==> config.mk <==
export PLATFORM = sky130hd
export DESIGN_NAME = unique_value_deque_top
export DESIGN_NICKNAME = d
export VERILOG_FILES = /design/src/hw/rtl/uvd_pkg.sv /design/src/hw/rtl/unique_value_deque_top.sv /design/src/hw/rtl/uvd_datapath.sv /design/src/hw/rtl/uvd_controller.sv
export SDC_FILE = /design/constraint.sdc
export NUM_CORES = 1
export LEC_CHECK = 0
export BUFFER_PORTS_ARGS = -buffer_cell sky130_fd_sc_hd__buf_2
export CAP_MARGIN = 20
export CORE_MARGIN = 2
export CORE_UTILIZATION = 61
export DETAILED_ROUTE_END_ITERATION = 10
export PLACE_DENSITY = 0.75
export SYNTH_ARGS = -nofsm -noshare
export SYNTH_HDL_FRONTEND = slang
export SYNTH_SLANG_ARGS = --single-unit
export TNS_END_PERCENT = 100
==> constraint.sdc <==
create_clock -name clk -period 9.6 [get_ports clk]
set_input_delay 1.92 -clock clk [delete_from_list [all_inputs] [get_ports clk]]
set_output_delay 1.92 -clock clk [all_outputs]
set_load 0.01 [all_outputs]
==> src/hw/rtl/uvd_pkg.sv <==
// Package for the unique value deque: command and status codes, datapath
// select codes and the control and status structs shared by its modules.
// Depends on nothing.
`timescale 1ns / 1ps
`default_nettype none

package uvd_pkg;

    localparam int DEFAULT_CAPACITY = 16;

    localparam int CMD_W = 3;
    localparam int VAL_W = 32;
    localparam int ST_W  = 3;
    localparam int CNT_W = 5;

    localparam logic [CMD_W-1:0] CMD_PUSH_TOP    = 3'd0;
    localparam logic [CMD_W-1:0] CMD_PUSH_BOTTOM = 3'd1;
    localparam logic [CMD_W-1:0] CMD_REMOVE      = 3'd2;
    localparam logic [CMD_W-1:0] CMD_POP_TOP     = 3'd3;
    localparam logic [CMD_W-1:0] CMD_CLEAR       = 3'd4;

    localparam logic [ST_W-1:0] ST_OK       = 3'd0;
    localparam logic [ST_W-1:0] ST_DUP      = 3'd1;
    localparam logic [ST_W-1:0] ST_NOTFOUND = 3'd2;
    localparam logic [ST_W-1:0] ST_FULL     = 3'd3;
    localparam logic [ST_W-1:0] ST_EMPTY    = 3'd4;

    // Memory read address selects.
    localparam logic [1:0] RA_PTR       = 2'd0;
    localparam logic [1:0] RA_PTR_NEXT  = 2'd1;
    localparam logic [1:0] RA_HEAD      = 2'd2;
    localparam logic [1:0] RA_TAIL_PREV = 2'd3;

    // Memory write address selects.
    localparam logic [1:0] WA_PTR       = 2'd0;
    localparam logic [1:0] WA_HEAD_PREV = 2'd1;
    localparam logic [1:0] WA_TAIL      = 2'd2;

    typedef struct packed {
        logic            latch_in;
        logic            mem_rd;
        logic [1:0]      rd_sel;
        logic            mem_wr;
        logic [1:0]      wr_sel;
        logic            wr_from_mem;
        logic            ptr_load_head;
        logic            ptr_inc;
        logic            idx_clr;
        logic            idx_inc;
        logic            head_inc;
        logic            head_dec;
        logic            tail_inc;
        logic            tail_dec;
        logic            occ_inc;
        logic            occ_dec;
        logic            clear;
        logic            set_status;
        logic [ST_W-1:0] status_code;
        logic            top_cap;
        logic            bot_cap;
        logic            res_zero;
        logic            out_load;
    } uvd_ctrl_t;

    typedef struct packed {
        logic [CMD_W-1:0] cmd;
        logic             occ_zero;
        logic             occ_full;
        logic             idx_last;
        logic             match;
    } uvd_stat_t;

endpackage

`default_nettype wire

==> src/hw/rtl/unique_value_deque_top.sv <==
// Top level of the unique value deque: joins the controller and the datapath.
// Depends on uvd_pkg, uvd_controller and uvd_datapath.
//
//   channel  handshake            payload
//   input    in_valid / in_stall  command, value
//   output   out_valid/out_stall  status, top_value, bottom_value, entry_count, is_empty
//
// A push compares the new value with each held value in turn, then writes it unless the
// store is full; a duplicate or a failed remove ends after its compares. A remove that
// finds its value moves every value below it up one place, reading and writing each; pop,
// clear, spare commands and non-push commands on an empty store need no scan.
// The steps are set by the value memory's one registered access a cycle. The next word
// is taken in the cycle after the result loads; a result held by out_stall blocks the load.
// Reset empties the store at once; the memory itself is not cleared.
// A new word is taken while an earlier result still waits on out_stall.
`timescale 1ns / 1ps
`default_nettype none

module unique_value_deque_top
    import uvd_pkg::*;
#(
    parameter int CAPACITY = DEFAULT_CAPACITY
)
(
    input  wire logic                     clk,
    input  wire logic                     rst_n,
    input  wire logic                     in_valid,
    output logic                          in_stall,
    input  wire logic [CMD_W-1:0]         command,
    input  wire logic signed [VAL_W-1:0]  value,
    output logic                          out_valid,
    input  wire logic                     out_stall,
    output logic [ST_W-1:0]               status,
    output logic signed [VAL_W-1:0]       top_value,
    output logic signed [VAL_W-1:0]       bottom_value,
    output logic [CNT_W-1:0]              entry_count,
    output logic                          is_empty
);

    uvd_ctrl_t ctrl;
    uvd_stat_t stat;

    uvd_controller u_controller (
        .clk       (clk),
        .rst_n     (rst_n),
        .in_valid  (in_valid),
        .in_stall  (in_stall),
        .out_valid (out_valid),
        .out_stall (out_stall),
        .stat      (stat),
        .ctrl      (ctrl)
    );

    uvd_datapath #(
        .CAPACITY (CAPACITY)
    ) u_datapath (
        .clk          (clk),
        .rst_n        (rst_n),
        .ctrl         (ctrl),
        .stat         (stat),
        .command      (command),
        .value        (value),
        .status       (status),
        .top_value    (top_value),
        .bottom_value (bottom_value),
        .entry_count  (entry_count),
        .is_empty     (is_empty)
    );

endmodule

`default_nettype wire

==> src/hw/rtl/uvd_datapath.sv <==
// Datapath of the unique value deque: circular value memory, head and tail
// pointers, scan pointer and counters, and the result and output registers.
// Depends on uvd_pkg.
`timescale 1ns / 1ps
`default_nettype none

module uvd_datapath
    import uvd_pkg::*;
#(
    parameter int CAPACITY = DEFAULT_CAPACITY
)
(
    input  wire logic                     clk,
    input  wire logic                     rst_n,
    input  wire uvd_ctrl_t                ctrl,
    output uvd_stat_t                     stat,
    input  wire logic [CMD_W-1:0]         command,
    input  wire logic signed [VAL_W-1:0]  value,
    output logic [ST_W-1:0]               status,
    output logic signed [VAL_W-1:0]       top_value,
    output logic signed [VAL_W-1:0]       bottom_value,
    output logic [CNT_W-1:0]              entry_count,
    output logic                          is_empty
);

    localparam int AW = $clog2(CAPACITY);
    localparam int CW = $clog2(CAPACITY + 1);
    localparam logic [AW-1:0] LAST_ADDR = AW'(CAPACITY - 1);
    localparam logic [CW-1:0] CAP_COUNT = CW'(CAPACITY);

    function automatic logic [AW-1:0] ptr_next(input logic [AW-1:0] p);
        ptr_next = (p == LAST_ADDR) ? '0 : p + AW'(1);
    endfunction

    function automatic logic [AW-1:0] ptr_prev(input logic [AW-1:0] p);
        ptr_prev = (p == '0) ? LAST_ADDR : p - AW'(1);
    endfunction

    logic [VAL_W-1:0] mem [CAPACITY];
    logic [VAL_W-1:0] rdata_reg;

    logic [CMD_W-1:0] cmd_reg;
    logic [VAL_W-1:0] val_reg;
    logic [AW-1:0]    head_reg;
    logic [AW-1:0]    tail_reg;
    logic [AW-1:0]    ptr_reg;
    logic [CW-1:0]    idx_reg;
    logic [CW-1:0]    occ_reg;
    logic [ST_W-1:0]  st_reg;
    logic [VAL_W-1:0] res_top_reg;
    logic [VAL_W-1:0] res_bot_reg;

    logic [ST_W-1:0]  out_status_reg;
    logic [VAL_W-1:0] out_top_reg;
    logic [VAL_W-1:0] out_bot_reg;
    logic [CNT_W-1:0] out_count_reg;
    logic             out_empty_reg;

    logic [AW-1:0]    raddr;
    logic [AW-1:0]    waddr;
    logic [VAL_W-1:0] wdata;

    always_comb
    begin
        case (ctrl.rd_sel)
            RA_PTR:       raddr = ptr_reg;
            RA_PTR_NEXT:  raddr = ptr_next(ptr_reg);
            RA_HEAD:      raddr = head_reg;
            RA_TAIL_PREV: raddr = ptr_prev(tail_reg);
            default:      raddr = ptr_reg;
        endcase
        case (ctrl.wr_sel)
            WA_PTR:       waddr = ptr_reg;
            WA_HEAD_PREV: waddr = ptr_prev(head_reg);
            WA_TAIL:      waddr = tail_reg;
            default:      waddr = ptr_reg;
        endcase
        wdata = ctrl.wr_from_mem ? rdata_reg : val_reg;
    end

    always_ff @(posedge clk)
    begin
        if (ctrl.mem_wr)
        begin
            mem[waddr] <= wdata;
        end
    end

    always_ff @(posedge clk)
    begin
        if (ctrl.mem_rd)
        begin
            rdata_reg <= mem[raddr];
        end
    end

    // Control registers of the store.
    always_ff @(posedge clk or negedge rst_n)
    begin
        if (!rst_n)
        begin
            head_reg <= '0;
            tail_reg <= '0;
            occ_reg  <= '0;
        end
        else if (ctrl.clear)
        begin
            head_reg <= '0;
            tail_reg <= '0;
            occ_reg  <= '0;
        end
        else
        begin
            if (ctrl.head_inc)
            begin
                head_reg <= ptr_next(head_reg);
            end
            else if (ctrl.head_dec)
            begin
                head_reg <= ptr_prev(head_reg);
            end
            if (ctrl.tail_inc)
            begin
                tail_reg <= ptr_next(tail_reg);
            end
            else if (ctrl.tail_dec)
            begin
                tail_reg <= ptr_prev(tail_reg);
            end
            if (ctrl.occ_inc)
            begin
                occ_reg <= occ_reg + CW'(1);
            end
            else if (ctrl.occ_dec)
            begin
                occ_reg <= occ_reg - CW'(1);
            end
        end
    end

    // Working registers of the current word; no reset needed.
    always_ff @(posedge clk)
    begin
        if (ctrl.latch_in)
        begin
            cmd_reg <= command;
            val_reg <= value;
            st_reg  <= ST_OK;
        end
        else if (ctrl.set_status)
        begin
            st_reg <= ctrl.status_code;
        end
        if (ctrl.ptr_load_head)
        begin
            ptr_reg <= head_reg;
        end
        else if (ctrl.ptr_inc)
        begin
            ptr_reg <= ptr_next(ptr_reg);
        end
        if (ctrl.idx_clr)
        begin
            idx_reg <= '0;
        end
        else if (ctrl.idx_inc)
        begin
            idx_reg <= idx_reg + CW'(1);
        end
        if (ctrl.res_zero)
        begin
            res_top_reg <= '0;
            res_bot_reg <= '0;
        end
        else
        begin
            if (ctrl.top_cap)
            begin
                res_top_reg <= rdata_reg;
            end
            if (ctrl.bot_cap)
            begin
                res_bot_reg <= rdata_reg;
            end
        end
        if (ctrl.out_load)
        begin
            out_status_reg <= st_reg;
            out_top_reg    <= res_top_reg;
            out_bot_reg    <= res_bot_reg;
            out_count_reg  <= CNT_W'(occ_reg);
            out_empty_reg  <= (occ_reg == '0);
        end
    end

    assign stat.cmd      = cmd_reg;
    assign stat.occ_zero = (occ_reg == '0);
    assign stat.occ_full = (occ_reg == CAP_COUNT);
    assign stat.idx_last = (CW'(idx_reg + CW'(1)) == occ_reg);
    assign stat.match    = (rdata_reg == val_reg);

    assign status       = out_status_reg;
    assign top_value    = out_top_reg;
    assign bottom_value = out_bot_reg;
    assign entry_count  = out_count_reg;
    assign is_empty     = out_empty_reg;

`ifndef SYNTHESIS
    a_occ_bound: assert property (@(posedge clk) disable iff (!rst_n)
        occ_reg <= CAP_COUNT)
        else $error("occupancy above capacity");

    a_no_push_full: assert property (@(posedge clk) disable iff (!rst_n)
        ctrl.occ_inc |-> (occ_reg != CAP_COUNT) && ctrl.mem_wr)
        else $error("push into a full store or without a write");

    a_no_take_empty: assert property (@(posedge clk) disable iff (!rst_n)
        ctrl.occ_dec |-> (occ_reg != '0) && (ctrl.head_inc || ctrl.tail_dec))
        else $error("removal from an empty store or without a pointer move");
`endif

endmodule

`default_nettype wire

==> src/hw/rtl/uvd_controller.sv <==
// Controller state machine of the unique value deque: sequences the scan,
// push, shift and result read steps and runs both handshakes.
// Depends on uvd_pkg.
`timescale 1ns / 1ps
`default_nettype none

module uvd_controller
    import uvd_pkg::*;
(
    input  wire logic       clk,
    input  wire logic       rst_n,
    input  wire logic       in_valid,
    output logic            in_stall,
    output logic            out_valid,
    input  wire logic       out_stall,
    input  wire uvd_stat_t  stat,
    output uvd_ctrl_t       ctrl
);

    localparam logic [3:0] S_IDLE     = 4'd0;
    localparam logic [3:0] S_START    = 4'd1;
    localparam logic [3:0] S_SCAN_RD  = 4'd2;
    localparam logic [3:0] S_SCAN_CMP = 4'd3;
    localparam logic [3:0] S_PUSH     = 4'd4;
    localparam logic [3:0] S_SHIFT_RD = 4'd5;
    localparam logic [3:0] S_SHIFT_WR = 4'd6;
    localparam logic [3:0] S_FINISH   = 4'd7;
    localparam logic [3:0] S_RD_TOP   = 4'd8;
    localparam logic [3:0] S_RD_BOT   = 4'd9;
    localparam logic [3:0] S_OUT      = 4'd10;

    logic [3:0] state_reg;
    logic [3:0] state_next;
    logic       out_valid_reg;
    logic       out_valid_next;
    logic       out_free;

    assign out_free  = !out_valid_reg || !out_stall;
    assign in_stall  = (state_reg != S_IDLE);
    assign out_valid = out_valid_reg;

    always_comb
    begin
        ctrl       = '0;
        state_next = state_reg;
        case (state_reg)
            S_IDLE:
            begin
                if (in_valid)
                begin
                    ctrl.latch_in = 1'b1;
                    state_next    = S_START;
                end
            end
            S_START:
            begin
                ctrl.ptr_load_head = 1'b1;
                ctrl.idx_clr       = 1'b1;
                case (stat.cmd)
                    CMD_PUSH_TOP, CMD_PUSH_BOTTOM:
                    begin
                        state_next = stat.occ_zero ? S_PUSH : S_SCAN_RD;
                    end
                    CMD_REMOVE:
                    begin
                        if (stat.occ_zero)
                        begin
                            ctrl.set_status  = 1'b1;
                            ctrl.status_code = ST_NOTFOUND;
                            state_next       = S_FINISH;
                        end
                        else
                        begin
                            state_next = S_SCAN_RD;
                        end
                    end
                    CMD_POP_TOP:
                    begin
                        if (stat.occ_zero)
                        begin
                            ctrl.set_status  = 1'b1;
                            ctrl.status_code = ST_EMPTY;
                        end
                        else
                        begin
                            ctrl.head_inc = 1'b1;
                            ctrl.occ_dec  = 1'b1;
                        end
                        state_next = S_FINISH;
                    end
                    CMD_CLEAR:
                    begin
                        ctrl.clear = 1'b1;
                        state_next = S_FINISH;
                    end
                    default:
                    begin
                        state_next = S_FINISH;
                    end
                endcase
            end
            S_SCAN_RD:
            begin
                ctrl.mem_rd = 1'b1;
                ctrl.rd_sel = RA_PTR;
                state_next  = S_SCAN_CMP;
            end
            S_SCAN_CMP:
            begin
                if (stat.match)
                begin
                    if (stat.cmd == CMD_REMOVE)
                    begin
                        state_next = S_SHIFT_RD;
                    end
                    else
                    begin
                        ctrl.set_status  = 1'b1;
                        ctrl.status_code = ST_DUP;
                        state_next       = S_FINISH;
                    end
                end
                else if (stat.idx_last)
                begin
                    if (stat.cmd == CMD_REMOVE)
                    begin
                        ctrl.set_status  = 1'b1;
                        ctrl.status_code = ST_NOTFOUND;
                        state_next       = S_FINISH;
                    end
                    else
                    begin
                        state_next = S_PUSH;
                    end
                end
                else
                begin
                    ctrl.ptr_inc = 1'b1;
                    ctrl.idx_inc = 1'b1;
                    state_next   = S_SCAN_RD;
                end
            end
            S_PUSH:
            begin
                if (stat.occ_full)
                begin
                    ctrl.set_status  = 1'b1;
                    ctrl.status_code = ST_FULL;
                end
                else if (stat.cmd == CMD_PUSH_TOP)
                begin
                    ctrl.mem_wr   = 1'b1;
                    ctrl.wr_sel   = WA_HEAD_PREV;
                    ctrl.head_dec = 1'b1;
                    ctrl.occ_inc  = 1'b1;
                end
                else
                begin
                    ctrl.mem_wr   = 1'b1;
                    ctrl.wr_sel   = WA_TAIL;
                    ctrl.tail_inc = 1'b1;
                    ctrl.occ_inc  = 1'b1;
                end
                state_next = S_FINISH;
            end
            S_SHIFT_RD:
            begin
                // The gap has reached the bottom once the scan index is the last one.
                if (stat.idx_last)
                begin
                    ctrl.tail_dec = 1'b1;
                    ctrl.occ_dec  = 1'b1;
                    state_next    = S_FINISH;
                end
                else
                begin
                    ctrl.mem_rd = 1'b1;
                    ctrl.rd_sel = RA_PTR_NEXT;
                    state_next  = S_SHIFT_WR;
                end
            end
            S_SHIFT_WR:
            begin
                ctrl.mem_wr      = 1'b1;
                ctrl.wr_sel      = WA_PTR;
                ctrl.wr_from_mem = 1'b1;
                ctrl.ptr_inc     = 1'b1;
                ctrl.idx_inc     = 1'b1;
                state_next       = S_SHIFT_RD;
            end
            S_FINISH:
            begin
                if (stat.occ_zero)
                begin
                    ctrl.res_zero = 1'b1;
                    state_next    = S_OUT;
                end
                else
                begin
                    ctrl.mem_rd = 1'b1;
                    ctrl.rd_sel = RA_HEAD;
                    state_next  = S_RD_TOP;
                end
            end
            S_RD_TOP:
            begin
                ctrl.top_cap = 1'b1;
                ctrl.mem_rd  = 1'b1;
                ctrl.rd_sel  = RA_TAIL_PREV;
                state_next   = S_RD_BOT;
            end
            S_RD_BOT:
            begin
                ctrl.bot_cap = 1'b1;
                state_next   = S_OUT;
            end
            S_OUT:
            begin
                if (out_free)
                begin
                    ctrl.out_load = 1'b1;
                    state_next    = S_IDLE;
                end
            end
            default:
            begin
                state_next = S_IDLE;
            end
        endcase
    end

    always_comb
    begin
        out_valid_next = out_valid_reg;
        if (ctrl.out_load)
        begin
            out_valid_next = 1'b1;
        end
        else if (out_valid_reg && !out_stall)
        begin
            out_valid_next = 1'b0;
        end
    end

    always_ff @(posedge clk or negedge rst_n)
    begin
        if (!rst_n)
        begin
            state_reg     <= S_IDLE;
            out_valid_reg <= 1'b0;
        end
        else
        begin
            state_reg     <= state_next;
            out_valid_reg <= out_valid_next;
        end
    end

endmodule

`default_nettype wire

==> impl_metrics.py <==
metrics = {
    "timing": {
        "fmax_mhz": 217,
        "fin_tns_setup_ps": 0,
        "grt_setup_unrepaired": "false",
        "finalHoldViolCount": 0,
        "drv_slew": 0,
        "period_minus_slack_ps": 4610,
        "slew_headroom": 0.155,
        "fin_skew_ps": 25.0,
        "setup_viol": 0,
        "finalCritPeriodShare": 0.480,
        "worst_pin_slew_ps": 1270,
    },
    "synth": {
        "synth.yosys.seq_area_share": 0.736,
        "async_flop_share": 0.0241,
        "synth_area_per_cell_um2": 14.8,
        "synth_area_leaders": "edfxtp_1 (67%), mux2i_1 (5.6%), dfxtp_1 (4.9%), nand2_1 (4.6%), o221ai_1 (1.9%)",
        "synth_cell_type_count": 71,
        "synth_edf_count": 656,
        "synthCells": 1976,
        "synth_area_leader_cell": "edfxtp_1",
        "synth-seq-cells": 746,
        "ys.flop_type": "edfxtp_1",
        "postSynthNetCount": 2027,
        "syn_area_mm2": 0.0293,
        "synth_warnings": 0,
        "synth_top_area_share": 0.672,
    },
    "cells_and_area": {
        "final_common_cell": "edfxtp_1",
        "stdcell_count": 2770,
        "final_cell_mix": "edfxtp_1 (656), nand2_1 (357), mux2i_1 (165)",
        "top_register": "u_datapath.mem",
        "n_fill_cell": 3125,
        "fin_nets": 2146,
        "largest_register_ff_count": 512,
        "drive_gt1_frac": 0.154,
        "syn_to_final_growth_pct": 12.7,
    },
    "die": {
        "die_x_um": 223,
        "dieArea_mm2": 0.0498,
        "die_y_um": 223,
        "pin_count": 114,
        "start_util": 0.617,
        "placementRows": 80,
        "fp.coreArea_mm2": 0.0475,
    },
    "power": {
        "leakage_nw": 11.5,
        "power_frac_clock": 0.223,
        "internal-power_mw": 7.80,
        "power_per_cell_area_mw_per_mm2": 380,
        "pwr-share-comb": 0.385,
        "vdd_drop_max_uv": 525,
        "switching_share": 0.379,
        "p_sw_mw": 4.75,
        "seqPwrFrac": 0.392,
    },
    "setup_path": {
        "worstPathArrival_ps": 4840,
        "crit_family": "simple AND/OR/NAND/NOR gates",
        "cp_max_fo": 24,
        "cp-end-kind": "register",
        "critPathLaunchType": "register",
        "worstSetupPathType": "register to register",
        "required_ps": 9830,
        "cp_slowest_cell": "dfrtp_1",
        "worstPathCellList": "nand2b_1 -> nor3_1 -> nand2_1 -> inv_1 -> nand2b_1 -> inv_1 -> ha_1 -> a22oi_1 -> o21ai_0 -> a21boi_0 -> nand2_1 -> nor2_4 -> buf_4",
        "crit_buf_inv": 3,
        "slowest_delay_ps": 550,
    },
    "route": {
        "num_vias": 17500,
        "drc_errors": 0,
        "wl_per_cell_um": 24.8,
        "wirelength_mm": 68.6,
        "first_pass_iters": 5,
        "viasPerCell": 6.33,
        "antenna_left": 0,
        "dr.first_iter.drc_count": 2058,
    },
    "clock_network": {
        "clock_sinks": 746,
        "post-cts-setup-buffer-count": 0,
        "cts_made_buffers": 75,
        "clockRootBuffer": "clkbuf_16",
        "cts_max_level": 3,
        "cts.clk_slew.worst_paths_ps": 60,
        "cts_resized": 0,
        "cts_tree": "built",
        "insertion_delay_ps": 610,
        "cts_max_path_buffers": 3,
        "holdBufCountCts": 0,
    },
    "place": {
        "dp_cells": 2632,
        "io_buffer_count": 113,
        "post-dp-hpwl_mm": 38.2,
        "place_congestion": 0.866,
    },
    "run_status": {
        "status": "finished, final reports clean",
    },
    "global_routing": {
        "globalRouteOverflowTotal": 0,
        "grt_pass1_wl_mm": 101,
        "grt_antenna_before_repair": 2,
        "grt_pass1_vias": 16800,
        "grt_max_degree": 130,
        "track_usage": 0.276,
    },
    "min_path": {
        "hold_class": "register to register",
    },
    "run": {
        "cap_violations": 0,
    },
}
==> logic make-up after synthesis <==
family,share of synthesized area
multiplexers,0.0686
buffers and inverters,0.0186
flip-flops,0.736
AO/OA/AOI/OAI,0.0770
AND/OR/NAND/NOR,0.0792
adder cells (fa/ha/maj),0.00538
XOR/XNOR,0.0149
==> final cells by class <==
class,count,area [um^2],share of cell area
Sequential cell,746,21600,0.653
Multi-Input combinational cell,1104,7370,0.223
Clock buffer,96,2040,0.0617
Timing Repair Buffer,150,896,0.0271
Tap cell,615,769,0.0233
Clock inverter,40,314,0.00950
Inverter,18,67.6,0.00204
Antenna cell,1,2.50,0.0000757
==> through the flow <==
stage | hold WS, ps | util | cell area, um^2 | setup slack, ps | total power [mW]
3_5_place_dp | 416 | 0.645 | 30700 | 5120 | 9.72
3_3_place_gp | 415 | 0.644 | 30600 | 4770 | 9.54
2_1_floorplan | 408 | - | 29300 | 1660 | 8.23
6_report | 427 | 0.695 | 33100 | 4990 | 12.6
4_1_cts | 430 | 0.695 | 33000 | 5080 | 12.5
5_1_grt | 435 | 0.695 | 33100 | 4620 | 13.1
==> layer usage <==
layer,part of all wire,track usage,vias to the layer above,wire (um)
li1,-,-,7799,-
met1,0.39,0.372,8652,26700
met2,0.47,0.440,908,32400
met3,0.10,0.0602,165,6950
met4,0.038,0.116,2,2580
met5,0.00017,0,-,12
==> power by group through the flow <==
stage	logic [mW]	clock network [mW]	registers (mW)
6_report	4.83	2.80	4.92
5_1_grt	5.17	2.96	4.97
4_1_cts	4.78	2.84	4.91
3_5_place_dp	4.75	0	4.97
3_3_place_gp	4.59	0	4.94
2_1_floorplan	3.45	0	4.78
==> synth_stat cells (all sizes together) (8+ instances only) <==
cell    instances
a21oi          89
a32o           33
a32oi          34
buf            52
clkbuf         56
dfrtp          18
dfxtp          72
edfxtp        656
ha             11
inv            18
mux2           32
mux2i         165
nand2         358
nand2b          9
nand3          77
nor2           54
nor3           11
nor4            9
o21a            8
o21ai          24
o221ai         67
xnor2          10
xor2           40
==> worst paths after layout <==
path / startpoint / to / slack [ps] / depth (start not counted)
worst min register to register: u_datapath.res_bot_reg[22] / u_datapath.bottom_value[22] / 430 / 0
worst max-delay path: u_controller.state_reg[3] / u_datapath.mem[15][25] / 4990 / 13
worst max register to register: u_controller.state_reg[3] / u_datapath.mem[15][25] / 4990 / 13
max in group asynchronous: rst_n / u_datapath.tail_reg[0] / 8010 / 1
worst min-delay path: u_datapath.res_bot_reg[22] / u_datapath.bottom_value[22] / 430 / 0
min in group asynchronous: rst_n / u_controller.state_reg[0] / 1260 / 1
(Power assumes the default switching activity.)
